==> src/sv/ultrasonic_range_median_assert.svh <==
// Assertion macros used by the ultrasonic range median top module.
`ifndef ULTRASONIC_RANGE_MEDIAN_ASSERT_SVH
`define ULTRASONIC_RANGE_MEDIAN_ASSERT_SVH

// Same-cycle implication, checked on every rising clock edge out of reset.
`define URM_ASSERT_NOW(label, ante, cons, msg) \
  label: assert property (@(posedge clk) disable iff (!rst_n) (ante) |-> (cons)) \
    else $error(msg);

// Next-cycle implication, checked on every rising clock edge out of reset.
`define URM_ASSERT_NEXT(label, ante, cons, msg) \
  label: assert property (@(posedge clk) disable iff (!rst_n) (ante) |=> (cons)) \
    else $error(msg);

`endif

==> src/sv/urm_pkg.sv <==
// Types and constants shared by the ultrasonic range median block.
`default_nettype none

package urm_pkg;

  // Field and counter widths
  localparam int SAMPLE_W   = 16;
  localparam int PING_W     = 20;
  localparam int TIMEOUT_W  = 16;
  localparam int STALE_W    = 22;
  localparam int SCALE_W    = 16;
  localparam int TRIG_W     = 8;
  localparam int CFG_ADDR_W = 3;
  localparam int CFG_DATA_W = 22;
  localparam int TICK_US    = 1;

  // Register reset values
  localparam logic [PING_W-1:0]    PING_RST    = PING_W'(70000);
  localparam logic [TIMEOUT_W-1:0] TIMEOUT_RST = TIMEOUT_W'(25000);
  localparam logic [STALE_W-1:0]   STALE_RST   = STALE_W'(350000);
  localparam logic [SCALE_W-1:0]   SCALE_RST   = SCALE_W'(11239);
  localparam logic [SAMPLE_W-1:0]  INVALID_RST = SAMPLE_W'(65535);
  localparam logic [TRIG_W-1:0]    TRIG_RST    = TRIG_W'(10);

  // Configuration register indexes
  typedef enum logic [CFG_ADDR_W-1:0] {
    REG_PING_INTERVAL = 3'd0,
    REG_ECHO_TIMEOUT  = 3'd1,
    REG_STALE_LIMIT   = 3'd2,
    REG_MM_SCALE      = 3'd3,
    REG_INVALID_CODE  = 3'd4,
    REG_TRIGGER_LEN   = 3'd5
  } urm_reg_t;

  // Sequencer states
  typedef enum logic [2:0] {
    ST_IDLE,
    ST_WRITE,
    ST_LOAD,
    ST_RANK,
    ST_FINISH
  } urm_state_t;

  // Commands from the sequencer to every window cell
  typedef struct packed {
    logic shift;  // push a new sample in at cell 0
    logic load;   // park own value in the visitor slot, clear rank
    logic step;   // rotate visitors one cell, count smaller ones
  } urm_cell_ctl_t;

endpackage

`default_nettype wire

==> src/sv/urm_cell.sv <==
// One window cell: holds a sample and ranks it against values passing by.
`default_nettype none

module urm_cell
  import urm_pkg::*;
#(
  parameter int DEPTH = 5,
  parameter int IDX   = 0
) (
  input  wire logic                            clk,
  input  wire urm_cell_ctl_t                   ctl,
  input  wire logic [$clog2(DEPTH+1)-1:0]      fill,
  input  wire logic [SAMPLE_W-1:0]             shift_in,
  output logic      [SAMPLE_W-1:0]             own_val,
  input  wire logic [SAMPLE_W-1:0]             vis_in_val,
  input  wire logic [((DEPTH>1)?$clog2(DEPTH):1)-1:0] vis_in_idx,
  output logic      [SAMPLE_W-1:0]             vis_out_val,
  output logic      [((DEPTH>1)?$clog2(DEPTH):1)-1:0] vis_out_idx,
  output logic                                 hit
);

  localparam int IDX_W = (DEPTH > 1) ? $clog2(DEPTH) : 1;
  localparam int CNT_W = $clog2(DEPTH + 1);

  logic [SAMPLE_W-1:0] own_r, own_nxt;
  logic [SAMPLE_W-1:0] vis_val_r, vis_val_nxt;
  logic [IDX_W-1:0]    vis_idx_r, vis_idx_nxt;
  logic [IDX_W-1:0]    rank_r, rank_nxt;
  logic                smaller;

  // Visitor counts against this cell if it is filled and sorts ahead of it;
  // equal values break the tie by cell position.
  assign smaller = (CNT_W'(vis_idx_r) < fill) &&
                   ((vis_val_r < own_r) ||
                    ((vis_val_r == own_r) && (vis_idx_r < IDX_W'(IDX))));

  always_comb begin
    own_nxt     = own_r;
    vis_val_nxt = vis_val_r;
    vis_idx_nxt = vis_idx_r;
    rank_nxt    = rank_r;
    if (ctl.shift) begin
      own_nxt = shift_in;
    end
    if (ctl.load) begin
      vis_val_nxt = own_r;
      vis_idx_nxt = IDX_W'(IDX);
      rank_nxt    = '0;
    end else if (ctl.step) begin
      vis_val_nxt = vis_in_val;
      vis_idx_nxt = vis_in_idx;
      if (smaller) begin
        rank_nxt = rank_r + IDX_W'(1);
      end
    end
  end

  always_ff @(posedge clk) begin
    own_r     <= own_nxt;
    vis_val_r <= vis_val_nxt;
    vis_idx_r <= vis_idx_nxt;
    rank_r    <= rank_nxt;
  end

  assign own_val     = own_r;
  assign vis_out_val = vis_val_r;
  assign vis_out_idx = vis_idx_r;
  // Filled cell whose rank is the upper middle of the filled count
  assign hit = (CNT_W'(IDX) < fill) && (rank_r == IDX_W'(fill >> 1));

endmodule

`default_nettype wire

==> src/sv/urm_window.sv <==
// Sample window built as a chain of ranking cells, with median pick-off.
`default_nettype none

module urm_window
  import urm_pkg::*;
#(
  parameter int DEPTH = 5
) (
  input  wire logic                       clk,
  input  wire urm_cell_ctl_t              ctl,
  input  wire logic [$clog2(DEPTH+1)-1:0] fill,
  input  wire logic [SAMPLE_W-1:0]        sample_in,
  output logic      [SAMPLE_W-1:0]        median
);

  localparam int IDX_W = (DEPTH > 1) ? $clog2(DEPTH) : 1;

  logic [SAMPLE_W-1:0] own_val [DEPTH];
  logic [SAMPLE_W-1:0] vis_val [DEPTH];
  logic [IDX_W-1:0]    vis_idx [DEPTH];
  logic [DEPTH-1:0]    hit;

  // Cell 0 takes the newest sample; visitors circulate around a ring
  for (genvar i = 0; i < DEPTH; i++) begin : g_cell
    urm_cell #(
      .DEPTH (DEPTH),
      .IDX   (i)
    ) u_cell (
      .clk         (clk),
      .ctl         (ctl),
      .fill        (fill),
      .shift_in    ((i == 0) ? sample_in : own_val[(i + DEPTH - 1) % DEPTH]),
      .own_val     (own_val[i]),
      .vis_in_val  (vis_val[(i + DEPTH - 1) % DEPTH]),
      .vis_in_idx  (vis_idx[(i + DEPTH - 1) % DEPTH]),
      .vis_out_val (vis_val[i]),
      .vis_out_idx (vis_idx[i]),
      .hit         (hit[i])
    );
  end

  // Ranks are unique, so at most one cell hits
  always_comb begin
    median = '0;
    for (int i = 0; i < DEPTH; i++) begin
      if (hit[i]) begin
        median = median | own_val[i];
      end
    end
  end

endmodule

`default_nettype wire

==> src/sv/ultrasonic_range_median.sv <==
// Ultrasonic echo ranging with a median filter over the last few echo distances.
//
// Each input beat is one microsecond tick carrying the sampled echo level in
// in_tdata[0]. The block drives a trigger pulse every ping interval, times the
// echo high time, scales a good width to millimetres and keeps the latest
// WINDOW_DEPTH distances in a chain of cells. Every tick yields one output
// beat with trigger, the median distance (upper middle for an even count) or
// the invalid code, a reading-valid flag and a new-sample flag. From acceptance
// to the next accept a tick passes the tick update, the sample shift, a visitor
// load, WINDOW_DEPTH ranking steps as values rotate around the cell ring, and
// the result load, held while the output register is full. The finished beat
// waits there while the next tick is accepted. Configuration is written through
// cfg_we/cfg_addr/cfg_wdata while idle: a user rule that the block does not enforce.
`default_nettype none

module ultrasonic_range_median
  import urm_pkg::*;
#(
  parameter int WINDOW_DEPTH = 5
) (
  input  wire logic                  clk,
  input  wire logic                  rst_n,
  // Configuration write port
  input  wire logic                  cfg_we,
  input  wire logic [CFG_ADDR_W-1:0] cfg_addr,
  input  wire logic [CFG_DATA_W-1:0] cfg_wdata,
  // Tick input
  input  wire logic                  in_tvalid,
  output logic                       in_tready,
  input  wire logic [7:0]            in_tdata,   // [0] echo_level, [7:1] zero
  // Result output
  output logic                       out_tvalid,
  input  wire logic                  out_tready,
  output logic      [23:0]           out_tdata,  // [0] trigger, [16:1] distance_mm,
                                                 // [17] new_sample, [23:18] zero
  output logic      [0:0]            out_tuser   // [0] reading_valid
);

  localparam int IDX_W = (WINDOW_DEPTH > 1) ? $clog2(WINDOW_DEPTH) : 1;
  localparam int CNT_W = $clog2(WINDOW_DEPTH + 1);

  `include "ultrasonic_range_median_assert.svh"

  // Configuration registers
  logic [PING_W-1:0]    ping_interval_r;
  logic [TIMEOUT_W-1:0] echo_timeout_r;
  logic [STALE_W-1:0]   stale_limit_r;
  logic [SCALE_W-1:0]   mm_scale_r;
  logic [SAMPLE_W-1:0]  invalid_code_r;
  logic [TRIG_W-1:0]    trigger_len_r;

  // Tick state
  logic [CNT_W-1:0]     fill_r, fill_nxt;
  logic [PING_W-1:0]    since_ping_r, since_ping_nxt;
  logic [STALE_W-1:0]   since_valid_r, since_valid_nxt;
  logic [TIMEOUT_W-1:0] echo_width_r, echo_width_nxt;
  logic                 echo_started_r, echo_started_nxt;
  logic                 last_echo_r, last_echo_nxt;
  logic [TRIG_W-1:0]    trigger_left_r, trigger_left_nxt;

  // Per-tick results carried to the output
  logic [31:0]          prod_r, prod_nxt;
  logic                 acc_r, acc_nxt;
  logic                 trig_r, trig_nxt;
  logic                 valid_r, valid_nxt;

  // Sequencer
  urm_state_t           state_r, state_nxt;
  logic [IDX_W-1:0]     step_cnt_r, step_cnt_nxt;
  urm_cell_ctl_t        cell_ctl;
  logic                 take;
  logic                 out_load;
  logic                 rank_last;

  // Output register
  logic                 out_tvalid_r, out_tvalid_nxt;
  logic [23:0]          out_tdata_r, out_tdata_nxt;
  logic                 out_tuser_r, out_tuser_nxt;

  logic [SAMPLE_W-1:0]  median;
  logic [PING_W:0]      ping_sum;
  logic [STALE_W:0]     stale_sum;
  logic [TIMEOUT_W:0]   width_sum;
  logic                 level;

  assign take      = in_tvalid && in_tready;
  assign level     = in_tdata[0];
  assign rank_last = (step_cnt_r == IDX_W'(WINDOW_DEPTH - 1));

  // Write configuration registers
  always_ff @(posedge clk) begin
    if (!rst_n) begin
      ping_interval_r <= PING_RST;
      echo_timeout_r  <= TIMEOUT_RST;
      stale_limit_r   <= STALE_RST;
      mm_scale_r      <= SCALE_RST;
      invalid_code_r  <= INVALID_RST;
      trigger_len_r   <= TRIG_RST;
    end else if (cfg_we) begin
      case (cfg_addr)
        REG_PING_INTERVAL: ping_interval_r <= cfg_wdata[PING_W-1:0];
        REG_ECHO_TIMEOUT:  echo_timeout_r  <= cfg_wdata[TIMEOUT_W-1:0];
        REG_STALE_LIMIT:   stale_limit_r   <= cfg_wdata[STALE_W-1:0];
        REG_MM_SCALE:      mm_scale_r      <= cfg_wdata[SCALE_W-1:0];
        REG_INVALID_CODE:  invalid_code_r  <= cfg_wdata[SAMPLE_W-1:0];
        REG_TRIGGER_LEN:   trigger_len_r   <= cfg_wdata[TRIG_W-1:0];
        default: ;
      endcase
    end
  end

  // Advance the tick state: counters, echo edge, ping, trigger, validity
  assign ping_sum  = {1'b0, since_ping_r} + (PING_W + 1)'(TICK_US);
  assign stale_sum = {1'b0, since_valid_r} + (STALE_W + 1)'(TICK_US);
  assign width_sum = {1'b0, echo_width_r} + (TIMEOUT_W + 1)'(1);

  always_comb begin
    since_ping_nxt   = since_ping_r;
    since_valid_nxt  = since_valid_r;
    echo_width_nxt   = echo_width_r;
    echo_started_nxt = echo_started_r;
    last_echo_nxt    = last_echo_r;
    trigger_left_nxt = trigger_left_r;
    fill_nxt         = fill_r;
    prod_nxt         = prod_r;
    acc_nxt          = acc_r;
    trig_nxt         = trig_r;
    valid_nxt        = valid_r;
    if (take) begin
      since_ping_nxt  = ping_sum[PING_W] ? '1 : ping_sum[PING_W-1:0];
      since_valid_nxt = stale_sum[STALE_W] ? '1 : stale_sum[STALE_W-1:0];
      acc_nxt         = 1'b0;
      prod_nxt        = {16'd0, echo_width_r} * {16'd0, mm_scale_r};
      if (level && !last_echo_r) begin
        echo_started_nxt = 1'b1;
        echo_width_nxt   = TIMEOUT_W'(1);
      end else if (level && last_echo_r) begin
        echo_width_nxt = width_sum[TIMEOUT_W] ? '1 : width_sum[TIMEOUT_W-1:0];
      end else if (!level && last_echo_r && echo_started_r) begin
        echo_started_nxt = 1'b0;
        if ((echo_width_r != '0) && (echo_width_r < echo_timeout_r)) begin
          acc_nxt         = 1'b1;
          since_valid_nxt = '0;
          if (fill_r < CNT_W'(WINDOW_DEPTH)) begin
            fill_nxt = fill_r + CNT_W'(1);
          end
        end
      end
      last_echo_nxt = level;
      // Ping restarts the interval and the trigger pulse
      if (since_ping_nxt >= ping_interval_r) begin
        since_ping_nxt   = '0;
        echo_started_nxt = 1'b0;
        echo_width_nxt   = '0;
        trigger_left_nxt = trigger_len_r;
      end
      trig_nxt = (trigger_left_nxt != '0);
      if (trigger_left_nxt != '0) begin
        trigger_left_nxt = trigger_left_nxt - TRIG_W'(1);
      end
      valid_nxt = (fill_nxt != '0) && (since_valid_nxt <= stale_limit_r);
    end
  end

  always_ff @(posedge clk) begin
    if (!rst_n) begin
      fill_r         <= '0;
      since_ping_r   <= '0;
      since_valid_r  <= '0;
      echo_width_r   <= '0;
      echo_started_r <= 1'b0;
      last_echo_r    <= 1'b0;
      trigger_left_r <= '0;
      acc_r          <= 1'b0;
      trig_r         <= 1'b0;
      valid_r        <= 1'b0;
    end else begin
      fill_r         <= fill_nxt;
      since_ping_r   <= since_ping_nxt;
      since_valid_r  <= since_valid_nxt;
      echo_width_r   <= echo_width_nxt;
      echo_started_r <= echo_started_nxt;
      last_echo_r    <= last_echo_nxt;
      trigger_left_r <= trigger_left_nxt;
      acc_r          <= acc_nxt;
      trig_r         <= trig_nxt;
      valid_r        <= valid_nxt;
    end
  end

  always_ff @(posedge clk) begin
    prod_r <= prod_nxt;
  end

  // Sequencer next state
  always_comb begin
    state_nxt    = state_r;
    step_cnt_nxt = step_cnt_r;
    case (state_r)
      ST_IDLE: begin
        if (take) begin
          state_nxt = ST_WRITE;
        end
      end
      ST_WRITE: begin
        state_nxt = ST_LOAD;
      end
      ST_LOAD: begin
        state_nxt    = ST_RANK;
        step_cnt_nxt = '0;
      end
      ST_RANK: begin
        if (rank_last) begin
          state_nxt = ST_FINISH;
        end else begin
          step_cnt_nxt = step_cnt_r + IDX_W'(1);
        end
      end
      ST_FINISH: begin
        if (!out_tvalid_r || out_tready) begin
          state_nxt = ST_IDLE;
        end
      end
      default: state_nxt = ST_IDLE;
    endcase
  end

  // Sequencer outputs
  always_comb begin
    in_tready      = 1'b0;
    cell_ctl.shift = 1'b0;
    cell_ctl.load  = 1'b0;
    cell_ctl.step  = 1'b0;
    out_load       = 1'b0;
    case (state_r)
      ST_IDLE:   in_tready      = 1'b1;
      ST_WRITE:  cell_ctl.shift = acc_r;
      ST_LOAD:   cell_ctl.load  = 1'b1;
      ST_RANK:   cell_ctl.step  = 1'b1;
      ST_FINISH: out_load       = !out_tvalid_r || out_tready;
      default: ;
    endcase
  end

  always_ff @(posedge clk) begin
    if (!rst_n) begin
      state_r    <= ST_IDLE;
      step_cnt_r <= '0;
    end else begin
      state_r    <= state_nxt;
      step_cnt_r <= step_cnt_nxt;
    end
  end

  urm_window #(
    .DEPTH (WINDOW_DEPTH)
  ) u_window (
    .clk       (clk),
    .ctl       (cell_ctl),
    .fill      (fill_r),
    .sample_in (prod_r[31:16]),
    .median    (median)
  );

  // Hold the result beat until taken; load a new one when the slot frees
  always_comb begin
    out_tvalid_nxt = out_tvalid_r;
    out_tdata_nxt  = out_tdata_r;
    out_tuser_nxt  = out_tuser_r;
    if (out_tvalid_r && out_tready) begin
      out_tvalid_nxt = 1'b0;
    end
    if (out_load) begin
      out_tvalid_nxt = 1'b1;
      out_tdata_nxt  = {6'd0, acc_r, (valid_r ? median : invalid_code_r), trig_r};
      out_tuser_nxt  = valid_r;
    end
  end

  always_ff @(posedge clk) begin
    if (!rst_n) begin
      out_tvalid_r <= 1'b0;
    end else begin
      out_tvalid_r <= out_tvalid_nxt;
    end
  end

  always_ff @(posedge clk) begin
    out_tdata_r <= out_tdata_nxt;
    out_tuser_r <= out_tuser_nxt;
  end

  assign out_tvalid   = out_tvalid_r;
  assign out_tdata    = out_tdata_r;
  assign out_tuser[0] = out_tuser_r;

  // Checks on the sequencer and window fill
  `URM_ASSERT_NEXT(a_take_starts_write, take, state_r == ST_WRITE, "tick did not start a write")
  `URM_ASSERT_NOW(a_beat_from_finish, $rose(out_tvalid_r), $past(state_r == ST_FINISH), "result beat raised outside finish")
  `URM_ASSERT_NOW(a_fill_bounded, 1'b1, fill_r <= CNT_W'(WINDOW_DEPTH), "window fill beyond depth")
  `URM_ASSERT_NEXT(a_rank_ends, (state_r == ST_RANK) && rank_last, state_r == ST_FINISH, "ranking did not end")

endmodule

`default_nettype wire
==> config.mk <==
export PLATFORM = sky130hd
export DESIGN_NAME = ultrasonic_range_median
export DESIGN_NICKNAME = d
export VERILOG_FILES = /design/src/sv/urm_pkg.sv /design/src/sv/urm_cell.sv /design/src/sv/urm_window.sv /design/src/sv/ultrasonic_range_median.sv
export VERILOG_INCLUDE_DIRS = /design/src /design/src/sv
export SDC_FILE = /design/constraint.sdc
export NUM_CORES = 2
export LEC_CHECK = 0
export BUFFER_PORTS_ARGS = -buffer_cell sky130_fd_sc_hd__buf_2
export CORE_MARGIN = 1.5
export CORE_UTILIZATION = 55
export CTS_CLUSTER_SIZE = 40
export DETAILED_ROUTE_END_ITERATION = 6
export PLACE_DENSITY = 0.71
export SYNTH_ARGS = -nofsm -noshare
export SYNTH_HDL_FRONTEND = slang
export SYNTH_SLANG_ARGS = --single-unit
==> constraint.sdc <==
create_clock -name clk -period 10.3 [get_ports clk]
set_clock_uncertainty 0.1 [all_clocks]
set_input_delay 2.06 -clock clk [delete_from_list [all_inputs] [get_ports clk]]
set_output_delay 2.06 -clock clk [all_outputs]
set_load 0.02 [all_outputs]
==> flow_metrics.py <==
metrics = {
    "status": {
        "status": "completed",
    },
    "logic_synthesis": {
        "seq_area_frac_synth_pct": 34.5,
        "netlist_instances": 3228,
        "synth_ff_type": "dfxtp_1",
        "synth.top_cell.area_share_pct": 20.1,
        "synth_most_common_cell": "nand2_1",
        "yosys-top-cells-count": "nand2_1 (572), inv_1 (378), ha_1 (260)",
        "yosysWarnings": 0,
        "ys_ff_latch": 404,
        "async_reset_ff_share_pct": 0,
        "synth_area_mm2": 0.0291,
        "synthTopCellsByArea": "edfxtp_1 (20%), dfxtp_1 (14%), fa_1 (13%), ha_1 (11%), nand2_1 (7.4%)",
        "synth_edf_count": 195,
        "synth_top_cell_by_area": "edfxtp_1",
        "synth_cell_types": 91,
        "syn_area_per_cell_um2": 9.03,
    },
    "clock_tree": {
        "holdBufCountCts": 0,
        "numCtsBuffers": 45,
        "htree_num_levels": 2,
        "post_cts_resized": 0,
        "cts_setup_buffers": 0,
        "ctsLongestPathBuffers": 3,
        "cts-root-buf": "clkbuf_16",
        "cts.sinks": 404,
        "clk_pin_slew_ns": 0.06,
        "insertion_delay_ns": 0.60,
        "cts_tree": "yes",
    },
    "timing": {
        "min_period_over_period_pct": 69.2,
        "max_freq_ghz": 0.140,
        "rsz0062_at_grt": "false",
        "setup_violations": 0,
        "slew_violations": 0,
        "setup_tns_ns": 0,
        "max_slew_margin_pct": 13.2,
        "post-route-min-period_ns": 7.13,
        "hold_viol": 0,
        "worst_slew_pin_slew_ns": 1.30,
    },
    "setup_path": {
        "worst_setup_path_end_kind": "flop",
        "worstPathRequired_ns": 10.55,
        "reg2regPathDepth": 17,
        "crit_slowest_cell": "dfxtp_1",
        "timing.critical_path.cells": "nand2_1, fa_1, inv_1, fa_1, fa_1, fa_1, fa_1, inv_1, fa_1, inv_1, ha_1, and3_1, nand4_1, a2111oi_1, o41a_1, o21ba_2, xor2_1",
        "max_stage_delay_ns": 1.12,
        "rr_startpoint": "echo_width_r[7]",
        "crit_top_cell": "fa_1",
        "worstPathArrival_ns": 7.38,
        "crit_type": "reg -> reg",
        "cp-start-kind": "flop",
        "ff2ff_setup_slack_ns": 3.17,
        "r2r-end": "prod_r[28]",
        "cp_max_fo": 23,
    },
    "hold_path": {
        "hp-class": "reg -> reg",
        "hold_depth": 0,
        "hold_path_end": "u_window.g_cell[0].u_cell.own_val[9]",
        "min_from": "prod_r[25]",
    },
    "global_route": {
        "grt_overflow": 0,
        "grt_pass1_wl_um": 120000,
        "track_usage_pct": 28.1,
        "grt_pass1_vias": 22800,
        "grt_max_degree": 120,
        "antenna_found_initial": 0,
    },
    "place": {
        "place_area_mm2": 0.0298,
        "dp_cells": 3822,
        "place_congestion": 0.918,
        "place.port_buffers": 51,
        "hpwl_um": 53200,
    },
    "floorplanning": {
        "die_w_um": 233,
        "initial_core_util_pct": 55.6,
        "io_pins": 65,
        "rows": 84,
        "die-area_mm2": 0.0544,
        "die_h_um": 233,
        "coreArea_mm2": 0.0524,
    },
    "detailed_routing": {
        "antenna_left": 0,
        "drt_pre_antenna_iters": 6,
        "routed_wl_um": 75900,
        "dr_total_vias": 23100,
        "via_per_inst": 5.92,
        "drtIter0Drc": 2114,
        "drc_errors": 0,
        "detail_route.wl_per_cell_um": 19.5,
    },
    "pwr": {
        "p_seq_share_pct": 45.9,
        "pwr-share-clk_pct": 38.5,
        "switching_share_pct": 29.0,
        "leakage_nw": 13.8,
        "power.switching_w": 0.00122,
        "power_density_mw_per_mm2": 134,
        "p_int_w": 0.00298,
        "combPwrFrac_pct": 15.7,
        "peakVddDrop_v": 0.000132,
    },
    "layout": {
        "layout.nets": 3672,
        "syn_to_final_growth_pct": 7.34,
        "fillCellCount": 4440,
        "final_cells": 3902,
        "multi_input_area_mm2": 0.0170,
        "finalCoreUtilization_pct": 59.6,
        "drive_gt1_share_pct": 5.91,
        "fin_area_mm2": 0.0313,
        "antenna_cells_inserted": 0,
        "final-seq-area_mm2": 0.0100,
    },
    "job": {
        "cap_violations": 0,
    },
}
power by group through the flow:
stage / Combinational [W] / Sequential [W] / Clock [W]
final: 0.000657 / 0.00192 / 0.00161
after global routing: 0.000731 / 0.00194 / 0.00169
after CTS: 0.000651 / 0.00192 / 0.00163
after detailed placement: 0.000646 / 0.00195 / 0
after global placement: 0.000619 / 0.00195 / 0
after floorplan: 0.000461 / 0.00192 / 0
per-stage QoR:
step	worst slack, ns	hold WS (ns)	power, W
floorplan	1.29	0.300	0.00239
global placement	3.42	0.301	0.00257
detailed placement	3.29	0.305	0.00260
CTS	3.26	0.312	0.00421
global route	2.96	0.323	0.00436
finish	3.17	0.316	0.00420
registers in the layout (all words and copies together), names as in the netlist, 15 cells and up:
name,cells
since_valid_r,22
since_ping_r,20
ping_interval_r,20
stale_limit_r,22
u_window.g_cell.u_cell.vis_out_val,80
mm_scale_r,16
u_window.g_cell.u_cell.vis_out_idx,15
u_window.g_cell.u_cell.own_val,80
prod_r,16
u_window.g_cell.u_cell.rank_r,15
invalid_code_r,16
echo_timeout_r,16
out_tdata,18
echo_width_r,16
cells by family after synthesis:
| logic type | share of synthesized area [%] |
|---|---|
| AO/OA/AOI/OAI | 13.7 |
| XOR/XNOR | 1.62 |
| adder cells (fa/ha/maj) | 24.4 |
| buffers and inverters | 7.43 |
| flip-flops | 34.5 |
| multiplexers | 0.494 |
| other | 0.0129 |
| AND/OR/NAND/NOR | 17.9 |
how the worst max path moves through the flow:
stage               slack [ns]       startpoint                                   end  cells after the start
floorplan                 1.29       state_r[0]  u_window.g_cell[0].u_cell.own_val[0]                      2
global placement          3.42  echo_width_r[7]                            prod_r[28]                     17
detailed placement        3.29  echo_width_r[7]                            prod_r[28]                     17
CTS                       3.26  echo_width_r[7]                            prod_r[28]                     17
global route              2.96  echo_width_r[7]                            prod_r[28]                     17
finish                    3.17  echo_width_r[7]                            prod_r[28]                     17
final cells by class:
cell class              instances  share of cell area, %
clock buffers                  59                   3.86
clock inverters                21                  0.776
inverters                     380                   4.56
multi-input cells            2269                   54.4
flip-flops and latches        404                   32.1
well taps                     688                   2.75
repair buffers                 81                   1.54
cells in the final DEF, fill, tap and decap left out, types with 35 or more instances in the layout:
cell type / instances
a21o_1: 42
a21oi_1: 207
and2_1: 128
buf_2: 51
clkbuf_16: 45
dfxtp_1: 209
edfxtp_1: 195
fa_1: 193
ha_1: 260
inv_1: 378
nand2_1: 570
nand3_1: 98
nand4_1: 42
nor2_1: 104
nor3_1: 50
o211ai_1: 35
o21ai_0: 153
layer usage:
layer / part of all wire, % / GRT usage [%] / vias up
met5: 0 / 0 / -
met4: 3.5 / 10.2 / 0
met3: 7.1 / 4.31 / 156
met2: 47 / 46.4 / 922
met1: 42 / 37.5 / 11200
li1: - / - / 10900
critical path, delay by kind of cell, from the launching register on:
kind	cells	cell delay, ns
adder cells (fa/ha/maj)	7	3.62
AO/OA/AOI/OAI	3	1.28
flip-flops	1	1.12
AND/OR/NAND/NOR	3	0.53
buffers and inverters	3	0.18
XOR/XNOR	1	0.05
No activity file was read; power rests on OpenSTA's default activity.
